--- src/rtl/core/dctc_ram.sv ---
// generic single-port synchronous ram with registered read
module dctc_ram #(
    parameter int WIDTH = 32,
    parameter int DEPTH = 32
) (
    input  logic                     clk,
    input  logic                     we,
    input  logic [$clog2(DEPTH)-1:0] addr,
    input  logic [WIDTH-1:0]         wdata,
    output logic [WIDTH-1:0]         rdata
);
    logic [WIDTH-1:0] mem [DEPTH];

    always_ff @(posedge clk)
    begin
        if (we)
        begin
            mem[addr] <= wdata;
        end
        rdata <= mem[addr];
    end
endmodule

--- config.mk ---
export PLATFORM = sky130hd
export DESIGN_NAME = dctc_ram
export DESIGN_NICKNAME = d
export VERILOG_FILES = /design/src/rtl/core/dctc_ram.sv
export SDC_FILE = /design/constraint.sdc
export NUM_CORES = 1
export LEC_CHECK = 0
export BUFFER_PORTS_ARGS = -buffer_cell sky130_fd_sc_hd__buf_2
export CAP_MARGIN = 20
export CELL_PAD_IN_SITES_DETAIL_PLACEMENT = 1
export CELL_PAD_IN_SITES_GLOBAL_PLACEMENT = 1
export CORE_AREA = 4 4 303 305
export DETAILED_ROUTE_END_ITERATION = 10
export DIE_AREA = 0 0 307 309
export PLACE_DENSITY = 0.69
export SETUP_SLACK_MARGIN = 0.5
export SKIP_LAST_GASP = 1
export SLEW_MARGIN = 40
export SYNTH_ARGS = -nofsm -noshare
export SYNTH_HDL_FRONTEND = slang
export SYNTH_SLANG_ARGS = --single-unit
--- constraint.sdc ---
create_clock -name clk -period 6.85 [get_ports clk]
set_clock_uncertainty 0.05 [all_clocks]
set_input_delay 0 -clock clk [delete_from_list [all_inputs] [get_ports clk]]
set_output_delay 0 -clock clk [all_outputs]
set_load 0.01 [all_outputs]
# Word level (Yosys, flattened, before mapping)
# Memory sizes are Yosys's and may differ from the RTL's. A register that Yosys moved wholly into a read port is not among the register bits.
# Cells that the tools add are included.
dict set report word_totals {
  n_memories 1
  inputBits 39
  wordCells 3
  romBits 0
  regBits 0
  latch_bits 0
  ram_bits 1024
  output_inout_bits 32
}
dict set report classes {
  n_shift 0
  bitwise 0
  mux 2
  n_mul 0
  magnitude_cmp 0
  n_addsub 0
  n_reduce_logical 0
  n_eq_ne 0
  div 0
}
# name depth width rd rd_ports_with_merged_regs wr line_no
set memory_table {}
lappend memory_table {mem 32 32 1 1 1 12} ;# logic [WIDTH-1:0] mem [DEPTH];
# operator count
set ops {}
lappend ops {{$mux W1} 2}

# Longest topological paths before layout
# Gate-level depths: netlist of the first run.
dict set report logic_depth {
  word_depth 2
  depth_mapped 8
  mapped_depth_nobuf 4
}

# Worst setup path after synthesis of the first run
# No wires, ideal clock.
dict set report synth_timing {
  path_type {in2reg}
  startpoint {input addr[1]}
  endpoint {memory mem[27][0], enable pin}
  path_stages 6
  arrival_ns 3.208
  setup_time_ns 0.461
  path_buffers 4
  required_time_ns 6.339
  setup_slack_ns 3.131
  cell_sequence {clkbuf_1 > buf_4 > buf_2 > buf_2 > nand3_1 > nor3_1}
}
# element line_no
set synth_rtl {}
lappend synth_rtl {{from (decl)} 8} ;# input logic [$clog2(DEPTH)-1:0] addr,
lappend synth_rtl {{to (decl)} 12}
# No word-level cell before the write port.

==> impl_metrics.csv, run 1 <==
group,metric,value,unit
yosys,synth_compound_area_frac,0.0403,
die,rows,110,
timing,rsz0062_at_grt,"no",
clock_network,insertion_delay,700,ps
clock_network,cts_buffer_depth,3,
setup_path,worstPathArrival,3860,ps
timing,fin_crit,3360,ps
job,max_cap_violations,0,
finish,drive_above_1_share,0.141,
yosys,synthXorXnorAreaFrac,0,
timing,drv_slew,0,
setup_path,slowest_delay,560,ps
setup_path,end_kind,"flip-flop",
timing,slew_headroom,0.389,
clock_network,cts_tree,"done",
die,start_util,0.445,
yosys,synth_seq_cells,1056,
place,numPortBuffers,70,
place,dpl.hpwl,57.0,mm
route,drc,0,
die,fp.dieH,309,um
finish,syn2layout_area_growth,14.5,%
grt,grt_max_degree,78,
setup_path,critPathLaunchType,"input pin",
yosys,muxShareOfSynthArea,0.129,
timing,hold_viol,0,
setup_path,worstPathMaxFanout,77,
die,die_w,307,um
route,wirelength,109,mm
clock_network,cts_resized,0,
timing,min_period_over_period,0.491,
yosys,synth.distinct_cells,23,
clock_network,root_buffer,"clkbuf_16",
yosys,ys_warn_count,0,
finish,final_common_cell,"edfxtp_1",
route,drt-initial-drc-count,2269,
yosys,yosysSeqAreaShare,0.790,
clock_network,numCtsBuffers,105,
yosys,netlist_instances,2107,
die,core,0.0893,sq mm
yosys,syn_avg_cell_area,18.9,sq um
grt,grt_overflow_total,0,
finish,final_cell_mix,"edfxtp_1 (1024), mux2i_1 (512), o22ai_1 (256)",
hold_path,hp-class,"in -> reg",
power_and_ir_drop,p_per_area,296,mW/mm^2
grt,grt_pass1_vias,21700,
setup_path,slowest_stage,"dlygate4sd3_1",
clock_network,clk_pin_slew,60,ps
yosys,netlist_area,0.0397,sq mm
route,vias_per_cell,5.93,
timing,max_freq,297,MHz
yosys,synthAdderAreaFrac,0,
finish,fin_nets,2293,
route,wl_per_cell,30.9,um
grt,grt_pass1_wl,154,mm
timing,fin_tns_setup,0,ps
die,ios,71,
place,gp_congestion,0.762,
route,antenna_left,0,
yosys,synth_simple_gate_area_frac,0.0227,
outcome,status,"finished clean",
place,dp.cells,3288,
die,die_area,0.0949,sq mm
finish,final_util,0.510,
route,detail_route.first_pass.iterations,5,
finish,fin_cells,3523,
yosys,synth_top_family_by_area,"multiplexers",
setup_path,path_cells,"dlygate4sd3_1, buf_8, buf_12, buf_16, buf_12, buf_16, mux2i_1, o22ai_1, nor4_1, nand2_1",
setup_path,critical_path_class,"in -> reg",
timing,setup_viol,0,
setup_path,cp_data_required_time,7350,ps
timing,tightest_slew,908,ps
clock_network,cts.sinks,1056,
power_and_ir_drop,ir_drop,0.000193,V
grt,antenna_found_initial,4,
route,vias,20900,
power_and_ir_drop,power.leakage,15.7,nW
clock_network,htreeDepth,3,
grt,grt_use_total,0.227,
yosys,syn_nets,2146,
## kinds of logic after synthesis
family | count (synthesis)
multiplexers | 512
AO/OA/AOI/OAI | 256
buffers and inverters | 126
flip-flops | 1056
AND/OR/NAND/NOR | 157
## cell usage after synthesis, drive strengths merged
cell type,number,area share
o22ai,256,0.040
or4b,4,0.0013
nand4,1,0.00016
mux2i,512,0.13
edfxtp,1024,0.77
nand3b,4,0.00076
dfxtp,32,0.016
nand3,2,0.00025
buf,103,0.016
nand4bb,6,0.0017
or3,1,0.00016
clkbuf,23,0.0022
or3b,3,0.00066
nor3,4,0.00050
nand4b,4,0.00088
nor2,29,0.0027
nand2,34,0.0032
or4,1,0.00028
nor4,64,0.010
## worst max-delay path, delay by kind of cell
kind / cells / cell delay, ps
AOI/OAI and AO/OA: 1 / 90
buffers and inverters: 6 / 2670
muxes: 1 / 250
and+or+nand+nor: 2 / 500
## metal layers
metal	GRT usage	share of wire	vias to the layer above
met1	0.315	0.42	11100
met4	0.0712	0.027	2
met5	0	0.000064	-
li1	-	-	8893
met2	0.376	0.48	784
met3	0.0354	0.069	175
## metrics by stage
stage          area (sq um)  setup WS, ps  power (mW)  hold slack, ps
6_report              45500          3490        13.5            91.2
5_1_grt               45500          3350        13.9            72.1
4_1_cts               45500          3460        13.6             180
3_5_place_dp          41700          3340        7.94             351
3_3_place_gp          41600          3570        7.91             349
2_1_floorplan         39700          3130        7.66            48.9
## where the power goes
part           internal [mW]  switching [mW]  total, mW
Clock                   3.22            2.44       5.66
Combinational          0.200           0.398      0.598
Sequential              7.19          0.0348       7.22
Total                   10.6            2.87       13.5
## worst paths after layout
kind | from | endpoint | slack, ps | cells past startpoint
setup / recovery | addr[1] | rdata[30] | 3490 | 10
hold / removal | we | mem[7][20] | 90 | 3
setup reg to reg | mem[6][11] | rdata[11] | 4930 | 4
hold reg to reg | mem[20][30] | rdata[30] | 600 | 4
## timing repair
item                      4_1_cts  5_1_grt
hold buffers                   33        0
hold endpoints to repair     1026        0
buffers inserted                0        0
## sequential cells by signal, indices dropped and copies added (netlist names)
signal	cells
mem	1024
rdata	32
## final cells by class
cell class                 count  area [sq um]
timing repair buffer         166          1310
clock inverter                64           588
antenna                        3          7.51
fill                        8023         43800
multi-input combinational    925          7920
sequential                  1056         31400
clock buffer                 133          2820
tap                         1176          1470
(Power assumes the default switching activity.)
==> run 2: changes to the inputs <==
==> constraint.sdc (replaced) <==
create_clock -name clk -period 3.3 [get_ports clk]
set_clock_uncertainty 0.05 [all_clocks]
set_input_delay 0 -clock clk [delete_from_list [all_inputs] [get_ports clk]]
set_output_delay 0 -clock clk [all_outputs]
set_load 0.01 [all_outputs]
==> run 2 against run 1 <==
Hold slack worse by 48 ps. Setup slack worse by 2200 ps. Clock power up 110%. Die area unchanged. Combinational power increased by 110%. Register-to-register slack worse by 3400 ps. Critical path depth fell by 4.
==> impl_metrics.csv, run 2 (synthesis gave the netlist of run 1 again) <==
group,metric,value,unit
finish,register_area,0.0314,sq mm
grt,grt_pass1_wl,152,mm
finish,fin_nets,2319,
setup_path,worstPathArrival,2460,ps
grt,grt_overflow_total,0,
timing,min_period_over_period,0.609,
setup_path,crit_family,"simple AND/OR/NAND/NOR gates",
route,drc,0,
route,vias_per_cell,5.90,
die,die_area,0.0949,sq mm
hold_path,hp-class,"in -> reg",
setup_path,slowest_stage,"nor4_1",
setup_path,r2r_start,"mem[26][7]",
place,post_dp_cell_area,0.0421,sq mm
finish,largest_register_ffs,1024,
grt,grtUsageMet1,0.292,
setup_path,cp.depth,6,
place,gp_congestion,0.783,
power_and_ir_drop,ir_drop,0.000418,V
timing,hold_viol,0,
finish,top_register,"mem",
timing,rsz0062_at_grt,"no",
setup_path,path_buf_inv,2,
grt,grt_max_degree,73,
finish,n_fill_cell,8033,
grt,met3_usage,0.0382,
timing,fin_crit,2010,ps
clock_network,clk_pin_slew,60,ps
setup_path,slowest_delay,750,ps
finish,post-route-cell-area,0.0459,sq mm
die,ios,71,
timing,tightest_slew,833,ps
finish,drive_above_1_share,0.154,
power_and_ir_drop,power.leakage,15.9,nW
power_and_ir_drop,p_per_area,616,mW/mm^2
finish,final_cell_mix,"edfxtp_1 (1024), mux2i_1 (512), o22ai_1 (256)",
setup_path,critPathLaunchType,"input pin",
setup_path,crit_end,"rdata[7]",
finish,multiInputGateArea,0.00793,sq mm
job,max_cap_violations,0,
clock_network,cts_tree,"done",
setup_path,r2r_end,"rdata[7]",
clock_network,cts_buffer_depth,3,
finish,syn2layout_area_growth,15.6,%
place,dpl.hpwl,61.0,mm
setup_path,worstPathMaxFanout,27,
route,wirelength,106,mm
clock_network,cts.sinks,1056,
timing,max_freq,497,MHz
setup_path,critical_path_class,"in -> reg",
outcome,status,"finished clean",
setup_path,r2r_cells,4,
route,wl_per_cell,29.9,um
timing,slew_headroom,0.439,
setup_path,crit_start,"addr[2]",
route,detail_route.first_pass.iterations,5,
die,core,0.0893,sq mm
finish,top_regs,"mem (1024), rdata (32)",
die,start_util,0.445,
setup_path,path_cells,"buf_2, nand4bb_2, buf_4, o22ai_1, nor4_1, nand2_1",
place,numPortBuffers,70,
die,rows,110,
route,drt-initial-drc-count,2161,
timing,setup_viol,0,
route,vias,20900,
grt,antenna_found_initial,5,
setup_path,cp_data_required_time,3750,ps
grt,busiest_layer,"met2",
timing,fin_tns_setup,0,ps
timing,drv_slew,0,
finish,final_common_cell,"edfxtp_1",
die,die_w,307,um
setup_path,end_kind,"flip-flop",
route,antenna_left,0,
finish,diodes,0,
grt,grt_util_met2,0.377,
clock_network,cts_resized,0,
clock_network,root_buffer,"clkbuf_16",
clock_network,htreeDepth,3,
grt,grt_pass1_vias,22100,
grt,grt_use_total,0.221,
clock_network,insertion_delay,660,ps
clock_network,numCtsBuffers,107,
setup_path,r2r_slack,1490,ps
die,fp.dieH,309,um
run 2: cell count changes in the layout (fill, tap and decap cells not counted), sizes merged:
cell / previous run / this run
buf: 133 / 158
diode: 3 / 0
clkbuf: 133 / 138
bufinv: 8 / 10
clkinv: 51 / 46
dlygate4sd3: 33 / 32
run 2: cell type report:
| class | instances | share of cell area |
|---|---|---|
| tap | 1176 | 0.0320 |
| clock inverter | 61 | 0.0120 |
| clock buffer | 138 | 0.0637 |
| timing repair buffer | 190 | 0.0364 |
| sequential | 1056 | 0.683 |
| multi-input combinational | 925 | 0.173 |
run 2: report_power, final:
| group | internal (mW) | leakage [nW] | switching [mW] |
|---|---|---|---|
| Sequential | 14.9 | 9.49 | 0.0780 |
| Clock | 7.03 | 1.73 | 5.00 |
| Combinational | 0.424 | 4.70 | 0.844 |
| Total | 22.4 | 15.9 | 5.93 |
run 2: per-stage QoR:
step	power, mW	std cells	utilization	hold WS (ps)	setup slack, ps
after floorplan	15.9	2107	-	48.9	436
after global placement	16.5	3314	0.471	351	724
after detailed placement	16.5	3314	0.472	347	624
after CTS	28.5	3545	0.514	30.4	1330
after global routing	29.2	3546	0.514	78.4	1250
final	28.3	3546	0.514	43.4	1290
run 2: worst reg2reg max path, cell delays in order (launching register included):
cell	delay, ps
edfxtp_1	380
mux2i_1	180
o22ai_1	120
nor4_1	750
nand2_1	180
run 2: timing repair:
item	in CTS	in global routing
hold endpoints to repair	1024	0
hold buffers	32	0
buffers inserted	0	0
run 2: routing by layer:
layer	vias up	wire (um)
met5	-	39
met4	8	3680
met3	213	7290
met2	756	52200
met1	11000	42600
li1	8937	-
run 2: worst min path at each step:
stage | endpoint | start | depth (start not counted)
2_1_floorplan | mem[0][0] | wdata[0] | 0
3_3_place_gp | rdata[14] | rdata[14] | 1
3_5_place_dp | rdata[23] | rdata[23] | 1
4_1_cts | rdata[12] | addr[1] | 5
5_1_grt | rdata[14] | addr[1] | 5
6_report | rdata[14] | addr[1] | 5
==> run 3: changes to the inputs <==
--- a/config.mk
+++ b/config.mk
@@ -5,14 +5,15 @@
 export SDC_FILE = /design/constraint.sdc
 export NUM_CORES = 1
 export LEC_CHECK = 0
+export ABC_AREA = 1
 export BUFFER_PORTS_ARGS = -buffer_cell sky130_fd_sc_hd__buf_2
 export CAP_MARGIN = 20
 export CELL_PAD_IN_SITES_DETAIL_PLACEMENT = 1
 export CELL_PAD_IN_SITES_GLOBAL_PLACEMENT = 1
-export CORE_AREA = 4 4 303 305
+export CORE_AREA = 4 4 314 316
 export DETAILED_ROUTE_END_ITERATION = 10
-export DIE_AREA = 0 0 307 309
-export PLACE_DENSITY = 0.69
+export DIE_AREA = 0 0 318 320
+export PLACE_DENSITY = 0.77
 export SETUP_SLACK_MARGIN = 0.5
 export SKIP_LAST_GASP = 1
 export SLEW_MARGIN = 40
==> constraint.sdc (replaced) <==
create_clock -name clk -period 1.7 [get_ports clk]
set_clock_uncertainty 0.05 [all_clocks]
set_input_delay 0 -clock clk [delete_from_list [all_inputs] [get_ports clk]]
set_output_delay 0 -clock clk [all_outputs]
set_load 0.01 [all_outputs]
==> run 3 against run 2 <==
Sequential share of layout area is 7.3 points lower. Hold slack worse by 2.1 ps. Die area grew 7.3%. Clock power rose by 92%. Routed wire length increased by 28%. Critical endpoint is now rdata[20]. Largest cell class unchanged.
==> impl_metrics.csv, run 3 <==
group,metric,value,unit
outcome,status,"finished clean",
place,dpl.hpwl,81.6,mm
timing,slew_headroom,0.468,
clock_network,cts_buffer_depth,3,
clock_network,clk_pin_slew,60,ps
clock_network,cts_setup_buffers,0,
setup_path,crit_family,"flip-flops",
setup_path,r2r_slack,460,ps
yosys,synth_area_leaders,"edfxtp_1 (72%), nand2_1 (24%), dfxtp_1 (1.5%), clkbuf_1 (1.0%), nor2_1 (0.84%)",
place,gp_congestion,0.799,
die,start_util,0.447,
yosys,ys_warn_count,0,
clock_network,htreeDepth,3,
setup_path,path_cells,"buf_6",
setup_path,slowest_delay,410,ps
place,numPortBuffers,70,
job,max_cap_violations,0,
power_and_ir_drop,power.leakage,21.1,nW
grt,grt_overflow_total,0,
yosys,netlist_area,0.0429,sq mm
route,drt-initial-drc-count,2783,
finish,largest_register_ffs,1024,
finish,final_cell_mix,"nand2_1 (2572), edfxtp_1 (1024), nand2_2 (142)",
route,wirelength,136,mm
yosys,async_reset_ff_frac,0,
setup_path,critPathLaunchType,"flip-flop",
setup_path,worstPathArrival,1220,ps
route,vias_per_cell,5.39,
finish,diodes,0,
die,fp.dieH,320,um
finish,top_register,"mem",
setup_path,worstPathMaxFanout,1,
yosys,ys.flop_type,"edfxtp_1",
route,drc,0,
yosys,synth_seq_cells,1056,
clock_network,root_buffer,"clkbuf_16",
clock_network,cts_tree,"done",
grt,grt_pass1_wl,203,mm
setup_path,slowest_stage,"dfxtp_4",
timing,min_period_over_period,0.749,
place,dp.cells,5412,
die,ios,71,
timing,fin_ws,427,ps
finish,fin_cells,5648,
hold_path,hp-class,"in -> reg",
yosys,yosysSeqAreaShare,0.731,
route,antenna_left,0,
route,wl_per_cell,24.0,um
timing,tightest_slew,798,ps
timing,setup_viol,0,
setup_path,end_kind,"output port",
route,detail_route.first_pass.iterations,5,
yosys,yosys.area.top_type,"edfxtp_1",
clock_network,insertion_delay,710,ps
yosys,synth-edff-count,1024,
grt,grt_use_total,0.266,
yosys,syn_nets,4130,
finish,drive_above_1_share,0.149,
power_and_ir_drop,p_per_area,1090,mW/mm^2
grt,grt_max_degree,84,
yosys,netlist_top_cells_count,"nand2_1 (2720), edfxtp_1 (1024), clkbuf_1 (118)",
power_and_ir_drop,ir_drop,0.000892,V
setup_path,path_buf_inv,1,
finish,fin_nets,4320,
finish,syn2layout_area_growth,20.0,%
yosys,synth_top_area_share,0.717,
grt,antenna_found_initial,0,
die,core,0.0960,sq mm
place,post_dp_cell_area,0.0469,sq mm
finish,top_regs,"mem (1024), rdata (32)",
setup_path,critical_path_class,"reg -> out",
setup_path,cp_data_required_time,1650,ps
die,rows,114,
timing,drv_slew,0,
place,pre_cts_ws,-161,ps
finish,final_common_cell,"nand2_1",
yosys,synth.distinct_cells,13,
clock_network,numCtsBuffers,109,
die,die_w,318,um
timing,max_freq,786,MHz
timing,fin_crit,1270,ps
yosys,yosysMostFrequentCell,"nand2_1",
finish,post-route-cell-area,0.0515,sq mm
timing,rsz0062_at_grt,"yes",
yosys,netlist_instances,4091,
die,die_area,0.102,sq mm
timing,fin_tns_setup,0,ps
yosys,syn_avg_cell_area,10.5,sq um
timing,hold_viol,0,
grt,grt_pass1_vias,32800,
clock_network,cts.sinks,1056,
route,vias,30400,
power_and_ir_drop,p_total,56.2,mW
## run 3: changes by cell type after synthesis, moves of 6 or more
| cell | before | now |
|---|---|---|
| clkbuf_1 | 23 | 118 |
| mux2i_1 | 512 | 0 |
| nor2_1 | 29 | 96 |
| buf_6 | 19 | 0 |
| o22ai_1 | 256 | 0 |
| inv_1 | 0 | 8 |
| nand4bb_1 | 6 | 0 |
| nand2_1 | 34 | 2720 |
| nor3_2 | 0 | 7 |
| buf_1 | 1 | 9 |
| nor4_1 | 64 | 0 |
| buf_2 | 81 | 67 |
## run 3: path summary, 6_finish.rpt
kind | startpoint | depth (start not counted) | end
worst min register to register | mem[12][14] | 8 | rdata[14]
worst max register to register | mem[10][21] | 8 | rdata[21]
worst min-delay path | addr[1] | 8 | rdata[22]
worst max-delay path | rdata[20] | 1 | rdata[20]
## run 3: final cells by class
class	instances	area [sq um]
clock buffers	145	2950
clock inverters	57	435
fillers	10000	44500
inverters	13	105
multi-input cells	2828	11600
flip-flops and latches	1056	31500
well taps	1276	1600
repair buffers	273	3390
## run 3: logic make-up after synthesis
family | Yosys count | synth area share
buffers and inverters | 207 | 0.0201
DFF | 1056 | 0.731
and+or+nand+nor | 2828 | 0.249
## run 3: report_power, final
| group | switching, mW | internal, mW | total, mW |
|---|---|---|---|
| Clock | 10.0 | 13.0 | 23.0 |
| Combinational | 2.80 | 1.22 | 4.02 |
| Sequential | 0.208 | 29.0 | 29.2 |
| Total | 13.0 | 43.2 | 56.2 |
## run 3: worst reg2reg max path: cells and delay by family (launching register included)
| kind | cells | cell delay (ps) |
|---|---|---|
| flip-flops | 1 | 420 |
| AND/OR/NAND/NOR | 8 | 680 |
## run 3: layer usage
layer	vias up	wire length (um)	track usage
met4	0	5170	0.0976
met5	-	0	0
met3	282	7530	0.0381
li1	13700	-	-
met1	15600	53800	0.332
met2	959	69200	0.472
## run 3: per-stage QoR
| stage | util | hold WS, ps |
|---|---|---|
| floorplan | - | 48.9 |
| global placement | 0.489 | 358 |
| detailed placement | 0.489 | 360 |
| CTS | 0.533 | 7.88 |
| global route | 0.537 | 50.4 |
| finish | 0.537 | 41.3 |
## run 3: repair_timing
| action | 4_1_cts | 5_1_grt |
|---|---|---|
| resized for setup | 180 | 106 |
| hold buffers | 33 | 0 |
| setup endpoints to repair | 61 | 63 |
| pin swaps | 46 | 110 |
| endpoints found under the hold margin | 1026 | 0 |
